==> config.mk <==
export PLATFORM = sky130hd
export DESIGN_NAME = gregorian_date_validate_add_days_core
export DESIGN_NICKNAME = d
export VERILOG_FILES = /design/src/hdl/gdv_pkg.sv /design/src/hdl/gregorian_date_validate_add_days_core.sv /design/src/hdl/gdv_alu.sv /design/src/hdl/gdv_year_trk.sv
export SDC_FILE = /design/constraint.sdc
export NUM_CORES = 1
export LEC_CHECK = 0
export BUFFER_PORTS_ARGS = -buffer_cell sky130_fd_sc_hd__buf_2
export CAP_MARGIN = 20
export CORE_ASPECT_RATIO = 0.75
export CORE_MARGIN = 10
export CORE_UTILIZATION = 47
export CTS_CLUSTER_DIAMETER = 80
export CTS_CLUSTER_SIZE = 28
export DETAILED_ROUTE_END_ITERATION = 10
export PLACE_DENSITY = 0.67
export SYNTH_ARGS = -nofsm -noshare
export SYNTH_HDL_FRONTEND = slang
export SYNTH_SLANG_ARGS = --single-unit
==> constraint.sdc <==
create_clock -name clk -period 7.6 [get_ports clk]
set_input_delay 0.76 -clock clk [delete_from_list [all_inputs] [get_ports clk]]
set_output_delay 0.76 -clock clk [all_outputs]
set_load 0.02 [all_outputs]
==> src/hdl/gdv_pkg.sv <==
package gdv_pkg;

  localparam logic [1:0] ST_OK        = 2'd0;
  localparam logic [1:0] ST_BAD_DAY   = 2'd1;
  localparam logic [1:0] ST_BAD_MONTH = 2'd2;
  localparam logic [1:0] ST_OVERFLOW  = 2'd3;

  localparam logic [3:0]  MONTH_JAN = 4'd0;
  localparam logic [3:0]  MONTH_FEB = 4'd1;
  localparam logic [3:0]  MONTH_DEC = 4'd11;
  localparam logic [15:0] YEAR_MAX  = 16'hFFFF;
  localparam logic [4:0]  DAY_LAST  = 5'd31;
  localparam logic [4:0]  REM_TOP   = 5'd24;
  // ceil(2^21 / 25): floor(year * RECIP_25 / 2^21) is year / 25 for any 16-bit year
  localparam logic [16:0] RECIP_25  = 17'd83887;

  typedef struct packed {
    logic [5:0]  in_day;
    logic [3:0]  in_month;
    logic [15:0] in_year;
    logic [15:0] days_to_add;
  } item_t;

  typedef struct packed {
    logic [1:0]  status;
    logic        is_leap;
    logic [4:0]  out_day;
    logic [3:0]  out_month;
    logic [15:0] out_year;
  } result_t;

  typedef struct packed {
    logic       load;
    logic       mod_step;
    logic [4:0] mod_rem;
    logic       incr;
  } year_cmd_t;

  function automatic logic [4:0] month_len(input logic [3:0] m, input logic leap);
    logic [4:0] len;
    unique case (m)
      4'd1:                      len = leap ? 5'd29 : 5'd28;
      4'd3, 4'd5, 4'd8, 4'd10:   len = 5'd30;
      default:                   len = 5'd31;
    endcase
    return len;
  endfunction

endpackage

==> src/hdl/gregorian_date_validate_add_days_core.sv <==
// Gregorian date check and day adder.
// Input channel: item_valid / item_stall / item (date plus days to add).
// Output channel: result_valid / result_stall / result (status, leap flag, date).
// One beat in gives exactly one beat out, in order.
// Steps: the year is reduced mod 25 (reciprocal multiply, then subtract),
// the date is checked, the days are added, then the walk steps one month
// at a time until the day fits its month or the year overflows, and the
// result is loaded into the output register. An invalid date skips the
// add and the walk.
// One shared ALU does every step but the multiply, so one item is in flight at a
// time; item_stall is high from acceptance until the result is loaded into
// the output register, and the next beat can be taken the cycle after.
// The output register lets the next item be accepted while a result still
// waits; if result_stall holds, the finished item waits for the output register.
// Reset (rst, synchronous, active high) empties the output register and
// returns the sequencer to idle.
module gregorian_date_validate_add_days_core #(
  parameter int DAYS_WIDTH = 16
) (
  input  logic             clk,
  input  logic             rst,
  input  logic             item_valid,
  output logic             item_stall,
  input  gdv_pkg::item_t   item,
  output logic             result_valid,
  input  logic             result_stall,
  output gdv_pkg::result_t result
);

  localparam int AddW = (DAYS_WIDTH < 16) ? DAYS_WIDTH : 16;
  localparam int AccW = AddW + 1;

  localparam logic [2:0] S_IDLE  = 3'd0;
  localparam logic [2:0] S_MOD   = 3'd1;
  localparam logic [2:0] S_CHECK = 3'd2;
  localparam logic [2:0] S_ADD   = 3'd3;
  localparam logic [2:0] S_WALK  = 3'd4;
  localparam logic [2:0] S_DONE  = 3'd5;

  logic [2:0]      state;
  logic            cnt;
  logic [4:0]      quo;
  logic [AccW-1:0] day;
  logic [3:0]      mon;
  logic [AddW-1:0] add;
  logic            leap_in;
  logic [1:0]      status;

  logic               alu_add;
  logic [AccW-1:0]    alu_a;
  logic [AccW-1:0]    alu_b;
  logic [AccW-1:0]    alu_res;
  logic               alu_gt;
  gdv_pkg::year_cmd_t trk_cmd;
  logic [15:0]        year;
  logic               leap;
  logic [4:0]         len;
  logic [32:0]        prod;
  logic [4:0]         quo_x25;
  logic               bad;
  logic               out_load;

  gdv_alu #(.W(AccW)) u_alu (
    .op_add (alu_add),
    .a      (alu_a),
    .b      (alu_b),
    .res    (alu_res),
    .gt     (alu_gt)
  );

  gdv_year_trk u_year (
    .clk       (clk),
    .cmd       (trk_cmd),
    .load_year (item.in_year),
    .year      (year),
    .leap      (leap)
  );

  assign item_stall = (state != S_IDLE);
  assign len        = gdv_pkg::month_len(mon, leap);
  assign prod       = 33'(year) * 33'(gdv_pkg::RECIP_25);
  // low bits of quotient * 25; year - 25 * quotient is below 25
  assign quo_x25    = {quo[0], 4'd0} + {quo[1:0], 3'd0} + quo;
  assign bad        = (status == gdv_pkg::ST_BAD_DAY) || (status == gdv_pkg::ST_BAD_MONTH);
  assign out_load   = (state == S_DONE) && (!result_valid || !result_stall);

  always_comb begin
    alu_add = 1'b0;
    alu_a   = day;
    alu_b   = AccW'(len);
    trk_cmd = '0;
    unique case (state)
      S_IDLE: begin
        trk_cmd.load = item_valid;
      end
      S_MOD: begin
        alu_a            = AccW'(year[4:0]);
        alu_b            = AccW'(quo_x25);
        trk_cmd.mod_step = !cnt;
        trk_cmd.mod_rem  = alu_res[4:0];
      end
      S_ADD: begin
        alu_add = 1'b1;
        alu_b   = AccW'(add);
      end
      S_WALK: begin
        trk_cmd.incr = alu_gt && (mon == gdv_pkg::MONTH_DEC) && (year != gdv_pkg::YEAR_MAX);
      end
      default: ;
    endcase
  end

  always_ff @(posedge clk) begin
    if (rst) begin
      state        <= S_IDLE;
      result_valid <= 1'b0;
    end else begin
      if (out_load) begin
        result_valid <= 1'b1;
      end else if (result_valid && !result_stall) begin
        result_valid <= 1'b0;
      end
      unique case (state)
        S_IDLE: begin
          if (item_valid) begin
            day   <= AccW'(item.in_day);
            mon   <= item.in_month;
            add   <= item.days_to_add[AddW-1:0];
            cnt   <= 1'b1;
            state <= S_MOD;
          end
        end
        S_MOD: begin
          if (cnt) begin
            quo <= prod[25:21];
            cnt <= 1'b0;
          end else begin
            state <= S_CHECK;
          end
        end
        S_CHECK: begin
          leap_in <= leap;
          if (mon > gdv_pkg::MONTH_DEC) begin
            status <= gdv_pkg::ST_BAD_MONTH;
            state  <= S_DONE;
          end else if ((day == '0) || alu_gt) begin
            status <= gdv_pkg::ST_BAD_DAY;
            state  <= S_DONE;
          end else begin
            status <= gdv_pkg::ST_OK;
            state  <= S_ADD;
          end
        end
        S_ADD: begin
          day   <= alu_res;
          state <= S_WALK;
        end
        S_WALK: begin
          if (!alu_gt) begin
            state <= S_DONE;
          end else if (mon == gdv_pkg::MONTH_DEC) begin
            if (year == gdv_pkg::YEAR_MAX) begin
              status <= gdv_pkg::ST_OVERFLOW;
              day    <= AccW'(gdv_pkg::DAY_LAST);
              state  <= S_DONE;
            end else begin
              day <= alu_res;
              mon <= gdv_pkg::MONTH_JAN;
            end
          end else begin
            day <= alu_res;
            mon <= mon + 4'd1;
          end
        end
        S_DONE: begin
          if (out_load) begin
            result.status    <= status;
            result.is_leap   <= leap_in;
            result.out_day   <= bad ? 5'd0 : day[4:0];
            result.out_month <= bad ? 4'd0 : mon;
            result.out_year  <= bad ? 16'd0 : year;
            state            <= S_IDLE;
          end
        end
        default: begin
          state <= S_IDLE;
        end
      endcase
    end
  end

`ifndef SYNTH
  a_ovf_holds: assert property (@(posedge clk) disable iff (rst)
    result_valid && (result.status == gdv_pkg::ST_OVERFLOW) |->
      (result.out_year == gdv_pkg::YEAR_MAX) && (result.out_month == gdv_pkg::MONTH_DEC) &&
      (result.out_day == gdv_pkg::DAY_LAST))
    else $error("overflow result not held at last date");

  a_bad_zero: assert property (@(posedge clk) disable iff (rst)
    result_valid && ((result.status == gdv_pkg::ST_BAD_DAY) ||
                     (result.status == gdv_pkg::ST_BAD_MONTH)) |->
      (result.out_day == 5'd0) && (result.out_month == 4'd0) && (result.out_year == 16'd0))
    else $error("invalid date result not zeroed");

  a_ok_range: assert property (@(posedge clk) disable iff (rst)
    result_valid && (result.status == gdv_pkg::ST_OK) |->
      (result.out_day != 5'd0) && (result.out_month <= gdv_pkg::MONTH_DEC))
    else $error("ok result outside calendar range");

  a_accept_starts: assert property (@(posedge clk) disable iff (rst)
    item_valid && !item_stall |=> (state == S_MOD) && (cnt == 1'b1))
    else $error("accepted beat did not start the year reduction");

  a_walk_month: assert property (@(posedge clk) disable iff (rst)
    (state == S_WALK) |-> (mon <= gdv_pkg::MONTH_DEC))
    else $error("month index left range during walk");
`endif

endmodule

==> src/hdl/gdv_alu.sv <==
module gdv_alu #(
  parameter int W = 17
) (
  input  logic         op_add,
  input  logic [W-1:0] a,
  input  logic [W-1:0] b,
  output logic [W-1:0] res,
  output logic         gt
);

  assign res = op_add ? (a + b) : (a - b);
  assign gt  = (a > b);

endmodule

==> src/hdl/gdv_year_trk.sv <==
module gdv_year_trk (
  input  logic              clk,
  input  gdv_pkg::year_cmd_t cmd,
  input  logic [15:0]       load_year,
  output logic [15:0]       year,
  output logic              leap
);

  logic [4:0] rem25;

  // rem25 holds year mod 25; leap = div by 4 and (not div by 25 or div by 16)
  always_ff @(posedge clk) begin
    if (cmd.load) begin
      year  <= load_year;
      rem25 <= '0;
    end else if (cmd.mod_step) begin
      rem25 <= cmd.mod_rem;
    end else if (cmd.incr) begin
      year  <= year + 16'd1;
      rem25 <= (rem25 == gdv_pkg::REM_TOP) ? 5'd0 : rem25 + 5'd1;
    end
  end

  assign leap = (year[1:0] == 2'd0) && ((rem25 != 5'd0) || (year[3:0] == 4'd0));

endmodule
# Word-level counts from Yosys, hierarchy flattened
# Cells that the tools add are included.
dict set report op_classes {
  reduce_logical 36
  mux 44
  n_lt_le_gt_ge 2
  eq_ne 26
  n_addsub 7
  n_mul 1
  bitwise 1
}
# cell count
set ops {}
lappend ops {{$mux 17} 6}
lappend ops {{$pmux 17 s3} 1}
lappend ops {{$mux 16} 3}
lappend ops {{$pmux 16 s2} 1}
lappend ops {{$mul 16x17->26 const B} 1}
lappend ops {{$mux 3} 8}
lappend ops {{$pmux 3 s6} 1}
lappend ops {{$add 17x16->17} 1}
lappend ops {{$gt 17x16->1} 1}
lappend ops {{$logic_not 17->1} 1}
lappend ops {{$sub 17x16->17} 1}
lappend ops {{$add 16x1->16 const B} 1}
lappend ops {{$eq 16x16->1 const B} 1}
lappend ops {{$mux 4} 4}
lappend ops {{$ne 16x16->1 const B} 1}
lappend ops {{$mux 5} 3}
lappend ops {{$reduce_and 5->1} 3}
lappend ops {{$eq 4x4->1 const B} 3}
lappend ops {{$ne 2x2->1 const B} 6}
lappend ops {{$reduce_and 3->1} 4}
lappend ops {{$reduce_bool 2->1} 6}
lappend ops {{$add 5x5->5} 2}
lappend ops {{$ne 3x3->1 const B} 3}
lappend ops {{$mux 1} 8}
lappend ops {{30 further kinds} 47}
dict set report word_totals {
  output_inout_bits 30
  word_cells 133
  ff_bits 99
}

# Longest topological paths before layout
dict set report logic_depth {
  word_depth 13
  depth_mapped 20
  mapped_depth_nobuf 20
}

# By module
# A second synthesis with hierarchy kept.
dict set report hier_totals {
  hier_cells 1118
  area_unflattened_um2 10877.9
}
# mod instances cells_each area_each_um2 seq_area_each_um2
set modules_own_cells {}
lappend modules_own_cells {gregorian_date_validate_add_days_core 1 719 7780.0 2302.2}
lappend modules_own_cells {gdv_alu 1 261 1828.0 0.0}
lappend modules_own_cells {gdv_year_trk 1 138 1270.0 580.6}

# Least setup slack after synthesis
# No wires, ideal clock.
dict set report synth_path {
  path_kind {register -> register}
  startpoint {register u_year.year[2]}
  endpoint {register quo[4] (data pin)}
  setup_slack_ns 1.932
  t_arrival_ns 5.408
  synth_period_minus_slack_ns 5.668
  path_stages_with_launch 19
  cell_sequence {edfxtp_1 -> fa_1 -> inv_1 -> fa_1 -> fa_1 -> fa_1 -> inv_1 -> fa_1 -> inv_1 -> fa_1 -> inv_1 -> ha_1 -> a21oi_1 -> nand2_1 -> a221o_1 -> a31oi_1 -> o21ai_0 -> and2_1 -> o32a_1}
}
dict set report synth_via {
  elab_chain_len 1
}
# element line_no
set synth_rtl {}
lappend synth_rtl {{start: declaration} gdv_year_trk.sv:5} ;# output logic [15:0] year,
lappend synth_rtl {{start signal: assignment} gdv_year_trk.sv:14} ;# year <= load_year;
lappend synth_rtl {{start signal: assignment} gdv_year_trk.sv:19} ;# year <= year + 16'd1;
lappend synth_rtl {{$mul 16x17->26} gregorian_date_validate_add_days_core.sv:81} ;# assign prod = 33'(year) * 33'(gdv_pkg::RECIP_25);
lappend synth_rtl {{net prod[25]} gregorian_date_validate_add_days_core.sv:58} ;# logic [32:0] prod;
lappend synth_rtl {{end signal: assignment} gregorian_date_validate_add_days_core.sv:135} ;# quo <= prod[25:21];
lappend synth_rtl {{end: declaration} gregorian_date_validate_add_days_core.sv:42} ;# logic [4:0] quo;
# The timed path passes the listed nets, and every way through them passes these cells.
# A chain may end at the register's enable or synchronous reset.

# Worst setup path after layout
dict set report layout_path {
  startpoint {register u_year.year[3]}
  endpoint {register quo[4] (data pin)}
}
# The elaborated chain is that of the path after synthesis.

==> out/results.txt <==
Launch point of the worst reg-to-reg path: u_year.year[3]. The die is 193.2 um wide. At the pin with the least slew margin, the transition time is 1019 ps. The detailed-route vias per instance came out at 5.477.

For the weighted congestion reported at the end of routability-driven placement, the log shows 0.9560. The H-tree was split into 3 levels. The final count of pins violating max slew was 0. The flow ran to the end, and the final reports show no timing, DRC or antenna violations. The ratio of cells with drive above 1 in the final layout is 10.90%. Tracing the worst setup path back leads to its startpoint at u_year.year[3].

The largest net degree at the start of global routing is 30, and the share of the yosys chip area belonging to registers is 27.25%. Port buffering added 75 buffers. TritonCTS built the clock tree.

Predominant post-synthesis flop cell: sky130_fd_sc_hd__edfxtp_1. The wire length of the first global-routing pass is 44420 um, and the worst-case reg-to-reg path depth is 18. After technology mapping, the gate count stands at 1086. Across the run, the number of max-cap violations was 0. The mean routed wirelength per cell is 18.80 um, and the final global-route overflow total is 0.

The timing-limited maximum frequency was 163.8 MHz; the worst path arrival time was 6220 ps. The floorplan step defined a die boundary enclosing 28970 sq um. The first detailed-routing pass took 5 iterations. In this run the biggest area consumer among cell types represents 25.55% of the synthesized area.

The logs give 52.25% for the post-layout utilization of the core and 99 for the sink count of the clock tree. The run gives 0 ps as the aggregate negative setup slack. The tools report the number of post-CTS setup repair buffers as 0.

The final count of negative-setup-slack endpoints was 0; the maximum clock path buffer count was 2. Walking the worst path, the cells encountered are fa_1 > inv_1 > fa_1 > fa_1 > fa_1 > inv_1 > fa_1 > inv_1 > fa_1 > inv_1 > ha_1 > a21oi_1 > nand2_1 > a221o_1 > a31oi_1 > o21ai_0 > and2_1 > o32a_1. Clock-pin slew was measured on the worst setup and hold paths at 80 ps.

The number of antenna diodes in the final layout is 0. For the worst-case register-to-register setup slack, the log shows 1500 ps. The tools report the launching element type of the critical path as a flip-flop.

Area of the placeable core: 22110 sq um. In this run the worst setup path terminates at quo[4]. The commonest cells after synthesis are sky130_fd_sc_hd__inv_1, sky130_fd_sc_hd__ha_1, sky130_fd_sc_hd__fa_1. Setup repair after global routing left no endpoint under its margin. The tools report the starting density of the core as 47.84%.

The cell that appears most often on the critical path is sky130_fd_sc_hd__fa_1. The relative area change from synthesis to final layout was 9.227%; the number of top-level pins was 76. Of the available clock period, the critical path in the final layout requires 80.31%. The logs give 370 ps for the clock latency on the worst-skew pair and 0 for the hold violation total from the final report.

The post-synthesis area per instance is 9.740 sq um. The routed design has 27270 um of wire. The run gives 10580 sq um as the summed instance area of the synthesized netlist.

Dominant cell by count in the synthesized netlist: sky130_fd_sc_hd__inv_1. The global routing usage summed across all routing layers was 19.12%. The endpoint of the worst-slack reg-to-reg timing path was quo[4]. Summing over every cut layer, the via total after detailed routing is 7941.

After synthesis the netlist holds a flip-flop and latch count of 99. For the via count of the first global-routing pass, the log shows 7901. The die is 149.9 um tall.

The post-DP HPWL was 22590 um. The number of nets handed over by synthesis was 1370. Synthesis instantiated 78 different standard cells from the library.

Counting flops with a built-in enable in the synthesized netlist gives 90. The tightest min-delay check is of the reg2reg type. After clock tree synthesis, the repair step resized 0 gates.

Summed over all instances, the cell type with the most area after synthesis is sky130_fd_sc_hd__edfxtp_1. The run gives 680 as the violation count after the first detailed-routing iteration. STA classifies the critical path endpoint as a flip-flop. The setup clock skew after layout is 9.261 ps.

The run gives 7720 ps as the required time reported for the critical path endpoint. Among all stages on the critical path, the largest delay is contributed by sky130_fd_sc_hd__fa_1. For the cts-stage hold buffer count, the log shows 0. The critical path in this run is classified as reg2reg.

The cell sitting at the root of the clock tree is a sky130_fd_sc_hd__clkbuf_16. For this run, the number of Yosys warnings is 0. The floorplan has 47 rows.

Along the worst path, the maximum fanout reaches 10. The CTS buffer count is 9. After layout, the minimum clock period comes to 6104 ps. After synthesis, the cell types taking the most area are sky130_fd_sc_hd__edfxtp_1, sky130_fd_sc_hd__fa_1, sky130_fd_sc_hd__ha_1. The number of antenna violations at the first check in global routing is 0.

In this design, the stage delay of the slowest critical-path cell is 660 ps. The proportion of synthesized flip-flops having asynchronous set or reset was 0%. The net count of the finished layout is 1435. In the routed design, unresolved DRC markers number 0. Headroom to the max-slew limit came out at 31.56%. In this run the remaining antenna-violating nets after routing total 0.
## flip-flops by register name, indices dropped and copies added, names as in the netlist
register,count
add,16
cnt,1
day,17
leap_in,1
mon,4
quo,5
result,28
result_valid,1
state,3
status,2
u_year.rem25,5
u_year.year,16
## critical path, delay by kind of cell, from the launching register on
kind / cells / cell delay [ps]
adders and majority gates: 7 / 3360
AOI/OAI and AO/OA: 5 / 1360
DFF: 1 / 590
and+or+nand+nor: 2 / 290
buffers and inverters: 4 / 240
## cells by family (layout without fill, tap and decap cells)
| family | count (synthesis) | after routing | share of synthesized area, % |
|---|---|---|---|
| buffers and inverters | 243 | 313 | 8.895 |
| AND/OR/NAND/NOR | 277 | 277 | 13.44 |
| multiplexers | 5 | 5 | 0.4968 |
| adder cells (fa/ha/maj) | 238 | 238 | 35.04 |
| flip-flops | 99 | 99 | 27.25 |
| XOR/XNOR | 33 | 33 | 2.732 |
| AO/OA/AOI/OAI | 191 | 191 | 12.15 |
## stage by stage
step / hold WS [ps] / std cells / area, sq um / setup slack, ps
floorplan: 400.3 / 1086 / 10580 / 1932
global placement: 434.5 / 1433 / 11250 / 1641
detailed placement: 416.5 / 1433 / 11250 / 1517
CTS: 435.5 / 1449 / 11540 / 1483
global route: 441.4 / 1450 / 11550 / 1241
finish: 434.8 / 1450 / 11550 / 1496
## per-layer routing
| layer | routed length (um) | track usage [%] |
|---|---|---|
| met1 | 14080 | 30.31 |
| met5 | 0 | 0 |
| met2 | 10630 | 25.86 |
| met4 | 167 | 2.900 |
| met3 | 2396 | 4.136 |
## worst min path at each step
| stage | start | end | slack (ps) | cells past startpoint |
|---|---|---|---|---|
| 2_1_floorplan | leap_in | result[25] | 400 | 0 |
| 3_3_place_gp | leap_in | result[25] | 430 | 0 |
| 3_5_place_dp | leap_in | result[25] | 420 | 0 |
| 4_1_cts | leap_in | result[25] | 440 | 0 |
| 5_1_grt | leap_in | result[25] | 440 | 0 |
| 6_report | leap_in | result[25] | 430 | 0 |
## placed cells by master, fill, tap and decap left out, drive strengths merged, types with 11 or more instances in the layout
cell,Yosys,routed
a21oi,48,48
nor3,28,28
inv,215,219
buf,9,82
fa,97,97
nand2,75,75
edfxtp,90,90
ha,141,141
nand3,15,15
nor2,61,61
xnor2,30,30
nand4,11,11
a31oi,13,13
o21ai,45,45
and2,40,40
## area by class of cell
class                           count  area, sq um
Tap cell                          294        367.9
Fill cell                        2057        10560
Clock inverter                      7        67.56
Clock buffer                        9        225.2
Inverter                          215        807.0
Multi-Input combinational cell    744         6768
Sequential cell                    99         2883
Timing Repair Buffer               82        435.4
Power is not shown: default switching activity piles up to over one toggle a cycle in this logic, so the estimate is an artifact.
